File: src/design/increasing_subsequence_counter_macros.svh
// assertion macros for the increasing subsequence counter
`ifndef INCREASING_SUBSEQUENCE_COUNTER_MACROS_SVH
`define INCREASING_SUBSEQUENCE_COUNTER_MACROS_SVH

`ifndef SYNTH
// condition must never hold while out of reset
`define ISC_ASSERT_NEVER(label, clk, rstn, cond) \
    label: assert property (@(posedge clk) disable iff (!(rstn)) !(cond)) \
        else $error("isc assertion failed");
// antecedent implies consequent in the next cycle
`define ISC_ASSERT_NEXT(label, clk, rstn, ante, cons) \
    label: assert property (@(posedge clk) disable iff (!(rstn)) (ante) |=> (cons)) \
        else $error("isc assertion failed");
`else
`define ISC_ASSERT_NEVER(label, clk, rstn, cond)
`define ISC_ASSERT_NEXT(label, clk, rstn, ante, cons)
`endif

`endif

File: src/design/isc_pkg.sv
package isc_pkg;

    localparam int MAX_ITEMS   = 1024;
    localparam int MAX_LENGTH  = 100;
    localparam int IDX_W       = $clog2(MAX_ITEMS);
    localparam int CNT_W       = IDX_W + 1;
    localparam int LEN_W       = 7;
    localparam int COUNT_W     = 27;
    localparam int VALUE_W     = 32;
    localparam int ADDR_W      = 3;
    localparam int QUEUE_DEPTH = 2;
    localparam int QPTR_W      = $clog2(QUEUE_DEPTH);

    localparam logic [COUNT_W-1:0] MODULUS = 27'd123456789;
    localparam logic [ADDR_W-1:0] ADDR_SUBSEQ_LENGTH = 3'd0;
    localparam logic [LEN_W-1:0] LENGTH_RESET = 7'd1;

    typedef struct packed {
        logic signed [VALUE_W-1:0] value;
        logic                      last;
    } in_item_t;

    typedef struct packed {
        logic [COUNT_W-1:0] count;
        logic               overflow;
    } out_item_t;

    // transaction after classification by the front end
    typedef struct packed {
        logic signed [VALUE_W-1:0] value;
        logic                      last;
        logic                      drop;
        logic [IDX_W-1:0]          pos;
        logic [LEN_W-1:0]          len;
    } work_item_t;

    typedef enum logic [1:0] {
        BK_IDLE,
        BK_WALK,
        BK_DRAIN,
        BK_COMMIT
    } back_state_t;

    // modular add of two reduced operands
    function automatic logic [COUNT_W-1:0] mod_add(input logic [COUNT_W-1:0] a,
                                                   input logic [COUNT_W-1:0] b);
        logic [COUNT_W:0] s;
        logic [COUNT_W:0] d;
        s = {1'b0, a} + {1'b0, b};
        d = s - {1'b0, MODULUS};
        if (s >= {1'b0, MODULUS}) begin
            return d[COUNT_W-1:0];
        end
        return s[COUNT_W-1:0];
    endfunction

endpackage

File: src/design/isc_front.sv
module isc_front (
    input  logic                     aclk,
    input  logic                     aresetn,
    input  logic                     s_valid,
    output logic                     s_ready,
    input  isc_pkg::in_item_t        s_data,
    input  logic [isc_pkg::LEN_W-1:0] cfg_length,
    input  logic                     q_full,
    output logic                     q_push,
    output isc_pkg::work_item_t      q_item
);
    import isc_pkg::*;

    logic [CNT_W-1:0] count_reg;
    logic [CNT_W-1:0] count_next;
    logic             drop;

    // accept whenever the queue has room
    assign s_ready = !q_full;
    assign q_push  = s_valid && s_ready;
    assign drop    = (count_reg == CNT_W'(MAX_ITEMS));

    // classify the transaction
    always_comb begin
        q_item.value = s_data.value;
        q_item.last  = s_data.last;
        q_item.drop  = drop;
        q_item.pos   = count_reg[IDX_W-1:0];
        q_item.len   = cfg_length;
    end

    // fill count of the current sequence
    always_comb begin
        count_next = count_reg;
        if (q_push) begin
            if (s_data.last) begin
                count_next = '0;
            end else if (!drop) begin
                count_next = count_reg + CNT_W'(1);
            end
        end
    end

    always_ff @(posedge aclk) begin
        if (!aresetn) begin
            count_reg <= '0;
        end else begin
            count_reg <= count_next;
        end
    end

endmodule

File: config.mk
export PLATFORM = sky130hd
export DESIGN_NAME = isc_front
export DESIGN_NICKNAME = d
export VERILOG_FILES = /design/src/design/increasing_subsequence_counter_macros.svh /design/src/design/isc_pkg.sv /design/src/design/isc_front.sv
export SDC_FILE = /design/constraint.sdc
export NUM_CORES = 1
export LEC_CHECK = 0
export ABC_AREA = 1
export BUFFER_PORTS_ARGS = -buffer_cell sky130_fd_sc_hd__buf_2
export CAP_MARGIN = 15
export CORE_ASPECT_RATIO = 1.5
export CORE_MARGIN = 3
export CORE_UTILIZATION = 24
export DETAILED_ROUTE_END_ITERATION = 8
export PLACE_DENSITY = 0.62
export SYNTH_ARGS = -nofsm -noshare
export SYNTH_HDL_FRONTEND = slang
export SYNTH_SLANG_ARGS = --single-unit
File: constraint.sdc
create_clock -name aclk -period 1.5 [get_ports aclk]
set_input_delay 0.375 -clock aclk [delete_from_list [all_inputs] [get_ports aclk]]
set_output_delay 0.375 -clock aclk [all_outputs]
set_load 0.02 [all_outputs]
# Yosys cells after proc, flatten, opt, wreduce, memory -nomap -nowiden
# Index checks and enable logic that the tools add are counted.
# Widths: inputs -> output; s select.
op_classes:
  reduce_logical: 3
  mux: 2
  n_eq_ne: 2
  addsub: 1
ops:
  columns: ["op", "n"]
  rows:
  - ["$mux 11", 2]
  - ["$add 11x1->11 const B", 1]
  - ["$eq 11x11->1 const B", 1]
  - ["$ne 2x2->1 const B", 1]
  - ["$reduce_and 2->1", 1]
  - ["$logic_and 1x1->1", 1]
  - ["$logic_not 1->1", 1]
word_totals:
  output_inout_bits: 53
  elab_cells: 9
  reg_bits: 11

# Depth between registers and ports, before layout
depth:
  depth_word: 3
  depth_mapped: 10

# Worst setup path before layout
# No wires, ideal clock.
synth_timing:
  kind: "register to output"
  from: "register count_reg[0]"
  to: "output q_item[17] (netlist bit)"
  slack_ps: 111
  stages_incl_launch_ff: 6
  t_required_ps: 1125
  arrival_time_ps: 1014
  cell_sequence: "dfxtp_1 -> inv_1 -> ha_1 -> nand3_1 -> nor4_1 -> buf_4"
synth_between:
  elab_chain_cells: 1
synth_rtl:
  columns: ["item", "line_no", "source"]
  rows:
  - ["from (decl)", "isc_front.sv:14", "logic [CNT_W-1:0] count_reg;"]
  - ["from (signal assigned)", "isc_front.sv:48", "count_reg <= count_next;"]
  - ["$eq 11x11->1", "isc_front.sv:21", "assign drop = (count_reg == CNT_W'(MAX_ITEMS));"]
  - ["to (decl)", "isc_front.sv:10", "output isc_pkg::work_item_t q_item"]
# Every way passes these cells.

==> flow_metrics.tcl <==
set metrics [dict create \
    status "complete, but fails checks" \
    violations "setup timing" \
    core-area_sq_um 4617 \
    min-delay-start "aresetn" \
    yosysMostFrequentCell "buf_4" \
    yosys.area.top_type_share_pct 33.09 \
    dp_slack_ps 93.99 \
    ff2ff_path_depth 11 \
    final_hold_viol_count 0 \
    seq_area_frac_synth_pct 18.66 \
    root_buffer "clkbuf_8" \
    setup_viol 1 \
    p_clk_share_pct 40.6 \
    viasPerCell 4.190 \
    worstPathMaxFanout 2 \
    synthCells 176 \
    clk_path_buf_depth 2 \
    post-route-util_pct 24.42 \
    gp_congestion 0.8346 \
    synth_flop_cell "dfxtp_1" \
    synth_cell_types 24 \
    yosys-top-cells-area "buf_4 33%, dfxtp_1 19%, nand2_1 9.5%" \
    rows 30 \
    slew-limit-headroom_pct 77.18 \
    synth-edff-count 0 \
    io_pins 97 \
    pwr-share-seq_pct 39.9 \
    power.switching_uw 214.3 \
    intPower_uw 543.7 \
    routed_wirelength_microns 2734 \
    grt_pass1_wl_microns 4416 \
    power.density_nw_per_um2 672.4 \
    reg2reg_slack_ps 80 \
    setup.worst_path.end_class "primary output" \
    rr_startpoint "count_reg[1]" \
    cts_sinks 11 \
    pwr-share-comb_pct 19.5 \
    critPathArrivalTime_ps 1170 \
    placed_area_sq_um 1003 \
    critPathLaunchType "register" \
    worst_hold_slack_ps 459.9 \
    first_pass_iters 4 \
    hold_path_depth 3 \
    synthArstFlopShare_pct 0 \
    ys_ff_latch 11 \
    wire_per_inst_microns 12.37 \
    route.vias.total 926 \
    htreeDepth 1 \
    fin_crit_ps 1543 \
    drv_slew 0 \
    port_buffers 18 \
    start_util_pct 25.56 \
    synth.top_cells.by_count "52 x buf_4, 30 x nand2_1, 18 x nor2_1, 17 x inv_1, 13 x nand3_1" \
    path_class "register to primary output" \
    die_x_microns 63.25 \
    drc 0 \
    grt.overflow.total 0 \
    tightest_slew_ps 340.4 \
    sw_frac_of_total_pct 28.28 \
    yosys_warnings 0 \
    hold_buffers 0 \
    max_cap_violations 0 \
    num-nets-final 204 \
    grt_max_degree 13 \
    layout_setup_ws_ps -43.26 \
    rsz0062_at_grt "true" \
    die_area_sq_um 5811 \
    clkTransAtPathRegs_ps 60 \
    skew_ps 2.267 \
    largest_reg_flops 11 \
    fmax_ghz 0.6480 \
    drive_above_1_share_pct 40.76 \
    synth_largest_area_cell "buf_4" \
    syn-num-nets 222 \
    required_ps 1120 \
    design_area_sq_um 1127 \
    synth.avg_cell_area_sq_um 6.704 \
    antenna_cells 0 \
    cts_made_buffers 3 \
    peakVddDrop_v 0.0002056 \
    syn_area_sq_um 1180 \
    antenna_left 0 \
    min_path_type "input pin to register" \
    cts_tree "done" \
    min_to "count_reg[1]" \
    grt_pass1_vias 1011 \
    period_share_pct 102.9 \
    drt-initial-drc-count 64 \
    dp_hpwl_microns 2027 \
    area_delta_synth_final_pct -4.454 \
    clkLatencyLatePin_ps 240 \
    grtUsageTotal_pct 9.629 \
    fp.dieH_microns 91.88 \
    antenna_found_initial 0 \
    worstReg2RegEnd "count_reg[9]" \
    p_leak_uw 0.0005257 \
]
==> cell families (layout without fill, tap and decap cells) <==
| kind of cell | count (synthesis) | count (layout) | share of synthesized area [%] |
|---|---|---|---|
| fa+ha+maj | 2 | 2 | 2.121 |
| compound gates | 10 | 10 | 4.878 |
| buf+inv | 74 | 54 | 40.83 |
| simple gates | 79 | 80 | 33.51 |
| flops | 11 | 11 | 18.66 |
==> worst max path at each step <==
stage            endpoint    startpoint
2_1_floorplan  q_item[17]  count_reg[0]
3_3_place_gp   q_item[17]  count_reg[0]
3_5_place_dp   q_item[17]  count_reg[0]
4_1_cts        q_item[17]  count_reg[1]
5_1_grt        q_item[17]  count_reg[8]
6_report       q_item[17]  count_reg[1]
==> worst max-delay path, cell delays in order (launching register included) <==
cell and delay [ps]:
dfxtp_2 320, inv_2 60, ha_4 150, nand3_2 90, nor4_2 130, buf_4 180
==> placed cells by master (no fill, tap or decap), drive strengths merged, types with 4 or more instances in the layout <==
cell     n
nand2   32
a21oi    8
nand3   18
inv     20
nor3     4
clkbuf   4
buf     30
nor2    23
dfxtp   11
==> cell type report <==
cell class	instances	area, sq um
clock buffer	4	45.04
inverter	20	77.57
sequential	11	225.2
tap	64	80.08
fill	510	3490
timing repair buffer	30	182.7
multi-input combinational	92	516.7
==> metal layers <==
metal	vias up	track usage, %	share of wire (%)
met5	-	0	0
met4	0	13.51	10
met3	30	1.716	7.9
met2	38	16.21	49
met1	401	8.018	32
li1	457	-	-
==> repair_timing <==
| action | CTS | global route |
|---|---|---|
| buffers inserted | 2 | 2 |
| pin swaps | 3 | 5 |
| gates cloned | 0 | 1 |
| setup endpoints to repair | 1 | 8 |
| resized for setup | 9 | 7 |
==> power groups by stage <==
stage	logic, uW	registers, uW	clock network (uW)
6_report	148	302	308
3_5_place_dp	124	307	0
5_1_grt	165	303	327
2_1_floorplan	244	309	0
3_3_place_gp	123	307	0
4_1_cts	136	302	313
==> metrics by stage <==
stage / setup TNS (ps) / cells / power (uW)
6_report: -43.26 / 221 / 758.0
5_1_grt: -95.37 / 221 / 794.2
4_1_cts: -92.79 / 218 / 751.7
3_5_place_dp: 0 / 212 / 431.0
3_3_place_gp: 0 / 212 / 430.2
2_1_floorplan: 0 / 176 / 553.6
Power figures use the tool's default switching activity.
