File: src/design/increasing_subsequence_counter_macros.svh
// assertion macros for the increasing subsequence counter
`ifndef INCREASING_SUBSEQUENCE_COUNTER_MACROS_SVH
`define INCREASING_SUBSEQUENCE_COUNTER_MACROS_SVH

`ifndef SYNTH
// condition must never hold while out of reset
`define ISC_ASSERT_NEVER(label, clk, rstn, cond) \
    label: assert property (@(posedge clk) disable iff (!(rstn)) !(cond)) \
        else $error("isc assertion failed");
// antecedent implies consequent in the next cycle
`define ISC_ASSERT_NEXT(label, clk, rstn, ante, cons) \
    label: assert property (@(posedge clk) disable iff (!(rstn)) (ante) |=> (cons)) \
        else $error("isc assertion failed");
`else
`define ISC_ASSERT_NEVER(label, clk, rstn, cond)
`define ISC_ASSERT_NEXT(label, clk, rstn, ante, cons)
`endif

`endif

File: src/design/isc_pkg.sv
package isc_pkg;

    localparam int MAX_ITEMS   = 1024;
    localparam int MAX_LENGTH  = 100;
    localparam int IDX_W       = $clog2(MAX_ITEMS);
    localparam int CNT_W       = IDX_W + 1;
    localparam int LEN_W       = 7;
    localparam int COUNT_W     = 27;
    localparam int VALUE_W     = 32;
    localparam int ADDR_W      = 3;
    localparam int QUEUE_DEPTH = 2;
    localparam int QPTR_W      = $clog2(QUEUE_DEPTH);

    localparam logic [COUNT_W-1:0] MODULUS = 27'd123456789;
    localparam logic [ADDR_W-1:0] ADDR_SUBSEQ_LENGTH = 3'd0;
    localparam logic [LEN_W-1:0] LENGTH_RESET = 7'd1;

    typedef struct packed {
        logic signed [VALUE_W-1:0] value;
        logic                      last;
    } in_item_t;

    typedef struct packed {
        logic [COUNT_W-1:0] count;
        logic               overflow;
    } out_item_t;

    // transaction after classification by the front end
    typedef struct packed {
        logic signed [VALUE_W-1:0] value;
        logic                      last;
        logic                      drop;
        logic [IDX_W-1:0]          pos;
        logic [LEN_W-1:0]          len;
    } work_item_t;

    typedef enum logic [1:0] {
        BK_IDLE,
        BK_WALK,
        BK_DRAIN,
        BK_COMMIT
    } back_state_t;

    // modular add of two reduced operands
    function automatic logic [COUNT_W-1:0] mod_add(input logic [COUNT_W-1:0] a,
                                                   input logic [COUNT_W-1:0] b);
        logic [COUNT_W:0] s;
        logic [COUNT_W:0] d;
        s = {1'b0, a} + {1'b0, b};
        d = s - {1'b0, MODULUS};
        if (s >= {1'b0, MODULUS}) begin
            return d[COUNT_W-1:0];
        end
        return s[COUNT_W-1:0];
    endfunction

endpackage

File: src/design/isc_queue.sv
module isc_queue (
    input  logic                aclk,
    input  logic                aresetn,
    input  logic                push,
    input  isc_pkg::work_item_t item_in,
    output logic                full,
    input  logic                pop,
    output isc_pkg::work_item_t item_out,
    output logic                empty
);
    import isc_pkg::*;

    work_item_t         entry_reg [QUEUE_DEPTH];
    logic [QPTR_W-1:0]  wr_ptr_reg;
    logic [QPTR_W-1:0]  rd_ptr_reg;
    logic [QPTR_W:0]    fill_reg;

    assign full     = (fill_reg == (QPTR_W+1)'(QUEUE_DEPTH));
    assign empty    = (fill_reg == '0);
    assign item_out = entry_reg[rd_ptr_reg];

    // entry storage
    always_ff @(posedge aclk) begin
        if (push) begin
            entry_reg[wr_ptr_reg] <= item_in;
        end
    end

    // pointers and fill level
    always_ff @(posedge aclk) begin
        if (!aresetn) begin
            wr_ptr_reg <= '0;
            rd_ptr_reg <= '0;
            fill_reg   <= '0;
        end else begin
            if (push) begin
                wr_ptr_reg <= wr_ptr_reg + QPTR_W'(1);
            end
            if (pop) begin
                rd_ptr_reg <= rd_ptr_reg + QPTR_W'(1);
            end
            if (push && !pop) begin
                fill_reg <= fill_reg + (QPTR_W+1)'(1);
            end else if (pop && !push) begin
                fill_reg <= fill_reg - (QPTR_W+1)'(1);
            end
        end
    end

endmodule

File: config.mk
export PLATFORM = sky130hd
export DESIGN_NAME = isc_queue
export DESIGN_NICKNAME = d
export VERILOG_FILES = /design/src/design/increasing_subsequence_counter_macros.svh /design/src/design/isc_pkg.sv /design/src/design/isc_queue.sv
export SDC_FILE = /design/constraint.sdc
export NUM_CORES = 1
export LEC_CHECK = 0
export BUFFER_PORTS_ARGS = -buffer_cell sky130_fd_sc_hd__buf_4
export CAP_MARGIN = 20
export CORE_MARGIN = 1.5
export CORE_UTILIZATION = 51
export CTS_BUF_LIST = sky130_fd_sc_hd__clkbuf_8
export DETAILED_ROUTE_END_ITERATION = 10
export PLACE_DENSITY = 0.81
export RECOVER_POWER = 100
export REMOVE_ABC_BUFFERS = 1
export SYNTH_ARGS = -nofsm -noshare
export SYNTH_HDL_FRONTEND = slang
export SYNTH_SLANG_ARGS = --single-unit
File: constraint.sdc
create_clock -name aclk -period 5.71 [get_ports aclk]
set_clock_uncertainty 0.15 [all_clocks]
set_input_delay 1.142 -clock aclk [delete_from_list [all_inputs] [get_ports aclk]]
set_output_delay 1.142 -clock aclk [all_outputs]
set_load 0.05 [all_outputs]
# ---- Yosys cells after proc, flatten, opt, wreduce, memory -nomap -nowiden
# Memory sizes are Yosys's and may differ from the RTL's. A register that Yosys moved wholly into a read port is not among the register bits.
# Index checks and enable logic that the tools add are counted.
dict set report totals {
  ram_bits 102
  word_cells 21
  output_inout_bits 53
  n_memories 1
  inputBits 55
  regBits 4
}
# name depth word_bits read_ports rd_ports_with_merged_regs wr line_no
set memory_table {}
lappend memory_table {entry_reg 2 51 1 1 1 isc_queue.sv:13} ;# work_item_t entry_reg [QUEUE_DEPTH];
dict set report op_classes {
  n_addsub 4
  reduce_logical 6
  mux 6
  eq_ne 1
}
# cell count
set ops {}
lappend ops {{$mux W1} 4}
lappend ops {{$mux W2} 2}
lappend ops {{$add A1 B1 Y1 const B} 2}
lappend ops {{$add A2 B1 Y2 const B} 1}
lappend ops {{$eq A2 B2 Y1 const B} 1}
lappend ops {{$logic_and A1 B1 Y1} 2}
lappend ops {{$logic_not A1 Y1} 2}
lappend ops {{$logic_not A2 Y1} 1}
lappend ops {{$reduce_bool A2 Y1} 1}
lappend ops {{$sub A2 B1 Y2 const B} 1}

# ---- Logic depth before layout (Yosys ltp)
# Gate-level depths: netlist of the first run.
dict set report logic_depth {
  depth_word 4
  ltp_mapped 5
  mapped_depth_nobuf 5
}

# ---- Least setup slack after synthesis of the first run
# OpenSTA, ideal clock, no wires.
dict set report synth_timing {
  kind {input to register}
  start {in push}
  end {mem entry_reg[0][0] (netlist bit) (enable)}
  slack_ns 1.661
  n_path_buf 0
  arrival_time_ns 3.432
  setup_ns 0.467
  cell_stages 1
  t_required_ns 5.093
  path_cell_list {nor2b_1}
}
dict set report synth_between {
  elab_chain_len 2
}
# element line_no
set synth_lines {}
lappend synth_lines {{start, declared} isc_queue.sv:4} ;# input logic push,
lappend synth_lines {{$mux W1} isc_queue.sv:24} ;# if (push) begin
lappend synth_lines {{$mux W1 (implied by the code)} isc_queue.sv:25} ;# entry_reg[wr_ptr_reg] <= item_in;
lappend synth_lines {{end, declared} isc_queue.sv:13}
# No other way between the ends.

# ---- Worst setup path after layout of the first run
dict set report layout_timing {
  start {in push}
  end {mem entry_reg[1][21] (netlist bit) (enable)}
}
# Same word-level chain as after synthesis.

==> results.ini, run 1 <==
[outcome]
status = finished, violations left
violations = capacitance limit, slew limit

[global_routing]
grt_pass1_wl_um = 9839
grt_pass1_vias = 2061
grt_max_degree = 31
grt-ovfl-total = 0
grt_antenna_before_repair = 0
grt_usage = 0.1606

[timing]
hold_viol_final = 0
worstMarginPinSlew_ns = 2.500
relSlewSlack = -0.6699
whs_ns = 0.3714
drv_slew = 60
fin_crit_sh = 0.7027
rsz0062_at_grt = false
fmax_ghz = 0.2492
fin_crit_ns = 4.012
setup_viol = 0
fin_setup_tns_ns = 0
setup_ws_ns = 1.698

[flow_run]
maxCapViolations = 2

[worst_setup_path]
worstPathArrival_ns = 3.82
critPathMaxFanout = 30
critPathKind = primary input to flop
critPathRequiredTime_ns = 5.52
cp-start-kind = primary input
crit_chain = clkbuf_1 > and2_0 > clkbuf_1
cp_top_family = simple AND/OR/NAND/NOR gates
crit_buf_inv = 2
slowest_stage = and2_0
crit_path_end_kind = flop
slowest_delay_ns = 1.47
crit_path_frequent_cell = clkbuf_1

[cts]
clock_sinks = 107
cts_tree = built
cts_buffers = 9
path_clk_slew_ns = 0.09
clockBufferDepth = 2
post_cts_buffers = 0
cts-root-buf = clkbuf_8
cts-htree-levels = 3
clock_latency_ns = 0.34
ctsHoldBuffers = 0
cts_resized = 0

[route]
drc_errors = 0
drt_iter0_markers = 66
final_antenna_net_count = 0
drt-total-wl_um = 6077
vias = 1942
drt_first_pass_iters = 4
wl_per_cell_um = 15.19
routed_via_density = 4.855

[synthesis]
synthCells = 181
synth_ff_type = edfxtp_1
async_flop_share = 0
synth_seq_cells = 107
netlist_area_mm2 = 0.003894
synth_cell_type_count = 17
synth_seq_area_share = 0.8123
synth_edf_count = 102
syn_area_per_cell_um2 = 21.51
yosysWarnings = 0

[layout]
synthToLayoutAreaGrowth_pct = 22.69
fin_area_mm2 = 0.004777
largest_reg_flops = 102
drive_gt1_frac = 0.3887
final_net_count = 352
n_antenna_cell = 0

[floorplanning]
start_util = 0.5311
fp.dieH_um = 90.38
core.rowCount = 31
die_w_um = 90.38
core-area_mm2 = 0.007331
ioPinCount = 108
die-area_mm2 = 0.008168

[pwr]
power_density_mw_per_mm2 = 341.8
peakVddDrop_mv = 0.2150
leakage_uw = 0.001651

[worst_hold_path]
hold_path_class = flop to flop

[place]
preCtsSetupSlack_ns = 2.639
gp_congestion = 0.6617
place_area_mm2 = 0.004816
portBuffers = 107
hpwl_um = 3960

final cells by class:
type	count	area, µm²
flip-flops and latches	107	3163
fillers	566	2554
multi-input cells	67	689.4
repair buffers	110	611.8
clock buffers	9	123.9
well taps	99	123.9
clock inverters	7	61.31
inverters	1	3.754
Yosys cell counts (all sizes together), types with 2 or more instances:
cell type	n	area, µm²
dfxtp	5	100.1
edfxtp	102	3063
and2	4	25.02
mux2	51	574.3
xor2	2	17.52
buf	6	37.53
nor2b	2	12.51
stage by stage:
stage               utilization  cells  total power [µW]
finish                   0.6516    400              1633
global route             0.6516    400              1697
detailed placement       0.6569    384              1266
CTS                      0.6822    400              1688
floorplan                     -    175              1155
global placement         0.6569    384              1261
cell families (layout without fill, tap and decap cells):
group                    after synthesis  count (layout)  synth area share
flip-flops                           107             107            0.8123
AO/OA/AOI/OAI                          3               3          0.005142
buffers and inverters                  7             127           0.01060
AND/OR/NAND/NOR                        9               9           0.01446
XOR/XNOR                               3               3          0.006749
adder cells (fa/ha/maj)                1               1          0.003213
multiplexers                          51              51            0.1475
cells in the final DEF (no fill, tap or decap), types with 2 or more instances in the layout:
| master | count |
|---|---|
| dfxtp_1 | 5 |
| clkbuf_8 | 9 |
| clkbuf_4 | 46 |
| mux2_2 | 50 |
| and2_0 | 4 |
| buf_4 | 7 |
| clkinvlp_4 | 2 |
| inv_1 | 3 |
| clkbuf_1 | 57 |
| nor2b_1 | 2 |
| edfxtp_1 | 102 |
| xor2_1 | 2 |
final timing paths:
check	cells past startpoint	slack (ns)	to	start
worst max-delay path	3	1.70	entry_reg[1][21]	push
worst min-delay path	2	0.37	fill_reg[1]	fill_reg[1]
worst min register to register	2	0.37	fill_reg[1]	fill_reg[1]
worst max register to register	2	2.37	entry_reg[1][21]	wr_ptr_reg
report_power, final:
| part | total [µW] | switching (µW) | leakage (µW) | internal (µW) |
|---|---|---|---|---|
| combinational | 286 | 204 | 0.000557 | 82.0 |
| clock | 425 | 227 | 0.0000953 | 197 |
| sequential | 923 | 17.3 | 0.000999 | 906 |
routing by layer:
metal	share of wire	GRT usage	up-vias
li1	-	-	937
met1	0.43	0.1966	932
met2	0.50	0.2652	65
met3	0.055	0.04461	8
met4	0.013	0.07540	0
met5	0	0	-
tightest hold or removal path: stages (launching register included):
cell and delay, ns:
dfxtp_1 0.34, o21ai_0 0.07, a21boi_0 0.07
No activity file was read; power rests on OpenSTA's default activity.
==> run 2, diff against run 1 <==
Clock period 5.71 ns to 3.9 ns, I/O delays scaled along.
==> results.ini, run 2 (synthesis results as in run 1) <==
[global_routing]
grt_usage = 0.1623
grt_pass1_vias = 2050
grt-ovfl-total = 0
grt_antenna_before_repair = 0
grt_pass1_wl_um = 10030
grt_max_degree = 39

[layout]
final_core_util = 0.6595
largest_reg_flops = 102
final_common_cell = edfxtp_1
final_net_count = 353
n_antenna_cell = 0
drive_gt1_frac = 0.4238
synthToLayoutAreaGrowth_pct = 24.16
layout_common_cells = edfxtp_1 (102), mux2_2 (46), clkbuf_4 (46), clkbuf_1 (46), buf_4 (17)

[cts]
cts-root-buf = clkbuf_8
clockBufferDepth = 2
clock_sinks = 107
post_cts_buffers = 0
cts_buffers = 9
ctsHoldBuffers = 0
clock_latency_ns = 0.34
cts_tree = built
cts-htree-levels = 3
cts_resized = 0
path_clk_slew_ns = 0.09

[worst_setup_path]
worstPathArrival_ns = 2.38
cp-start-kind = flop
worstRegToRegCells = 2
critPathRequiredTime_ns = 2.97
critPathKind = flop to output pin
crit_path_end_kind = output pin
critPathMaxFanout = 28

[outcome]
status = completed

[place]
preCtsSetupSlack_ns = 1.275
portBuffers = 107
gp_congestion = 0.6783
hpwl_um = 4202

[floorplanning]
die-area_mm2 = 0.008168
fp.dieH_um = 90.38
core.rowCount = 31
die_w_um = 90.38
core-area_mm2 = 0.007331
ioPinCount = 108
start_util = 0.5311

[pwr]
leakage_uw = 0.001702
power_uw = 2432
power_density_mw_per_mm2 = 503.1
peakVddDrop_mv = 0.2506

[timing]
worstMarginPinSlew_ns = 1.304
hold_viol_final = 0
relSlewSlack = 0.1286
rsz0062_at_grt = false
fin_crit_sh = 0.8487
fin_setup_tns_ns = 0
fmax_ghz = 0.3021
setup_ws_ns = 0.5903
drv_slew = 0
fin_crit_ns = 3.310
setup_viol = 0

[worst_hold_path]
hold_depth = 2
hold_path_class = flop to flop

[flow_run]
maxCapViolations = 0

[route]
wl_per_cell_um = 15.59
drc_errors = 0
final_antenna_net_count = 0
drt_first_pass_iters = 4
vias = 1999
routed_via_density = 4.985
drt_iter0_markers = 102
drt-total-wl_um = 6252

run 2: changes by cell type in the layout (fill, tap and decap cells not counted), moves of 2 or more:
cell	delta
clkbuf_1	-11
buf_4	+10
mux2_1	+4
mux2_2	-4
clkbuf_2	+2
clkinv_4	+2
clkinvlp_4	-2
inv_1	-2
inv_6	+2
run 2: final cells by class:
type                            instances  area, µm²
Sequential cell                       107       3164
Fill cell                             546       2496
Multi-Input combinational cell         67      689.4
Timing Repair Buffer                  111      655.6
Clock buffer                            9      123.9
Tap cell                               99      123.9
Clock inverter                          7      73.82
Inverter                                1      3.754
run 2: final timing paths:
path,endpoint,slack (ns),startpoint
hold / removal,fill_reg[1],0.36,fill_reg[1]
setup / recovery,item_out[31],0.59,flop
hold reg to reg,fill_reg[1],0.36,fill_reg[1]
setup reg to reg,entry_reg[0][12],1.10,wr_ptr_reg
run 2: per-stage QoR:
step                      hold slack [ns]  area, µm²  std cells
after CTS                          0.3522       5021        401
after floorplan                    0.3162       3856        175
after global routing               0.4017       4835        401
after global placement             0.3263       4823        385
final                              0.3612       4835        401
after detailed placement           0.3396       4823        385
run 2: worst max-delay path, stage by stage (launching register included):
cell and delay, ns:
dfxtp_2 0.77, clkbuf_1 0.53, mux2_2 0.27, clkbuf_1 0.46
run 2: per-layer routing:
| layer | track usage | up-vias | wire length, µm |
|---|---|---|---|
| li1 | - | 945 | - |
| met1 | 0.1985 | 983 | 2631 |
| met2 | 0.2797 | 65 | 3269 |
| met3 | 0.04293 | 6 | 297 |
| met4 | 0.05556 | 0 | 53 |
| met5 | 0 | - | 0 |
run 2: power by group:
group,switching (µW),internal (µW),total [µW]
Combinational,299,128,427
Sequential,26.5,1330,1350
Clock,353,301,653
==> run 3, diff against run 2 <==
Settings changed: ABC_AREA set to 1, CORE_UTILIZATION 51 to 49.
Clock period 3.9 ns to 2.92 ns, I/O delays scaled along.
==> results.ini, run 3 <==
[pwr]
peakVddDrop_mv = 0.4143
leakage_uw = 0.001963
power_density_mw_per_mm2 = 638.8

[synthesis]
synth_seq_area_share = 0.7596
synth_area_leaders = edfxtp_1 (74%), mux2_4 (18%), buf_12 (2.4%)
post-synth-top-area-fraction = 0.7356
synthCells = 194
yosys.cell_count.top_type = edfxtp_1
synth_edf_count = 102
yosysWarnings = 0
netlist_area_mm2 = 0.004164
async_flop_share = 0
synth_common_cells = edfxtp_1 (102), mux2_4 (50), nor2_1 (9)
synth_cell_type_count = 14
synth_ff_type = edfxtp_1
yosys.area.top_type = edfxtp_1
syn_area_per_cell_um2 = 21.46
synth_seq_cells = 107

[timing]
drv_slew = 28
fin_crit_ns = 2.646
fin_crit_sh = 0.9061
fmax_ghz = 0.3779
hold_viol_final = 0
rsz0062_at_grt = false
setup_ws_ns = 0.2741
setup_viol = 0
relSlewSlack = -0.02688
worstMarginPinSlew_ns = 1.540

[worst_setup_path]
worstPathArrival_ns = 1.91
slowest_stage = dfxtp_4
crit_path_frequent_cell = clkbuf_2
slowest_delay_ns = 0.57
cp_top_family = buffers and inverters
critPathKind = flop to output pin
critPathRequiredTime_ns = 2.19
crit_path_end_kind = output pin
cp-start-kind = flop
crit_chain = clkbuf_2 > mux2_4 > clkbuf_2
critPathMaxFanout = 18
crit_buf_inv = 2

[global_routing]
grt_pass1_wl_um = 9570
grt_antenna_before_repair = 0
grt-ovfl-total = 0
grt_pass1_vias = 2022
grt_max_degree = 32
grt_usage = 0.1488

[layout]
n_antenna_cell = 0
largest_reg_flops = 102
final_core_util = 0.6147
multiInputGateArea_um2 = 867.1
layout_common_cells = edfxtp_1 (102), mux2_4 (50), clkbuf_4 (36)
ff_latch_area_mm2 = 0.003167
fillerInstances = 627
final_common_cell = edfxtp_1
fin_cells = 422
drive_gt1_frac = 0.4606
synthToLayoutAreaGrowth_pct = 21.30
final_net_count = 368

[cts]
clockBufferDepth = 2
cts_resized = 0
cts-htree-levels = 3
post_cts_buffers = 0
cts_buffers = 9
cts-root-buf = clkbuf_8
ctsHoldBuffers = 0
cts_tree = built
clock_sinks = 107
clock_latency_ns = 0.35
path_clk_slew_ns = 0.10

[outcome]
violations = capacitance limit, slew limit
status = finished, violations left

[route]
drc_errors = 0
drt-total-wl_um = 6336
vias = 2020
drt_iter0_markers = 117
final_antenna_net_count = 0
routed_via_density = 4.787
wl_per_cell_um = 15.01
drt_first_pass_iters = 4

[flow_run]
maxCapViolations = 1

[place]
preCtsSetupSlack_ns = 0.7900
placed_cells = 406
portBuffers = 107
gp_congestion = 0.7003
hpwl_um = 4388

[floorplanning]
die_w_um = 95.19
core.rowCount = 33
start_util = 0.5068
fp.dieH_um = 95.19
ioPinCount = 108
die-area_mm2 = 0.009060
core-area_mm2 = 0.008217

[worst_hold_path]
hold_path_class = primary input to flop

-- run 3: cell count changes in the layout (fill, tap and decap cells not counted), sizes merged, moves of 2 or more --
cell | previous run | this run
and2 | 4 | 0
buf | 17 | 15
clkbuf | 103 | 107
clkinv | 4 | 2
clkinvlp | 0 | 3
inv | 3 | 9
nand2 | 0 | 8
nor2 | 1 | 9
nor2b | 2 | 0
xor2 | 2 | 0
-- run 3: routing by layer --
metal / GRT usage / vias to the layer above / share of wire
li1: - / 972 / -
met1: 0.1672 / 980 / 0.38
met2: 0.2642 / 62 / 0.55
met3: 0.04705 / 6 / 0.058
met4: 0.05348 / 0 / 0.011
met5: 0 / - / 0
-- run 3: area by class of cell --
class,instances,share of cell area
clock inverter,7,0.01387
tap,105,0.02601
multi-input combinational,73,0.1717
inverter,8,0.005945
clock buffer,9,0.02452
timing repair buffer,113,0.1310
sequential,107,0.6270
-- run 3: report_power, final --
group          internal [µW]  switching (µW)
combinational            193             371
clock                    393             464
sequential              1770            32.9
total                   2360             868
-- run 3: path summary, 6_finish.rpt --
kind	from	end	slack [ns]	cells past startpoint
worst max-delay path	flop	item_out[32]	0.27	3
worst min-delay path	item_in[12]	entry_reg[0][12]	0.28	1
worst max register to register	wr_ptr_reg	entry_reg[1][18]	0.55	3
worst min register to register	wr_ptr_reg	wr_ptr_reg	0.39	2
-- run 3: worst register-to-register path: stages (launching register included) --
cell and delay (ns):
dfxtp_1 0.40, nand2_1 0.09, inv_1 0.61, clkbuf_2 0.75
-- run 3: stage by stage --
stage / cell area [µm²] / TNS (ns) / hold slack (ns) / total power [µW]
global placement: 5069 / 0 / 0.3287 / 2452
detailed placement: 5069 / 0 / 0.3509 / 2467
finish: 5051 / 0 / 0.2784 / 3226
floorplan: 4053 / -42.43 / 0.3135 / 2267
CTS: 5263 / 0 / 0.2347 / 3313
global route: 5051 / 0 / 0.2569 / 3358
-- run 3: logic make-up after synthesis --
logic type                 synth area share
muxes                                0.1830
AOI/OAI and AO/OA                  0.002402
and+or+nand+nor                     0.01803
buffers and inverters               0.03396
adders and majority gates          0.003004
DFF                                  0.7596
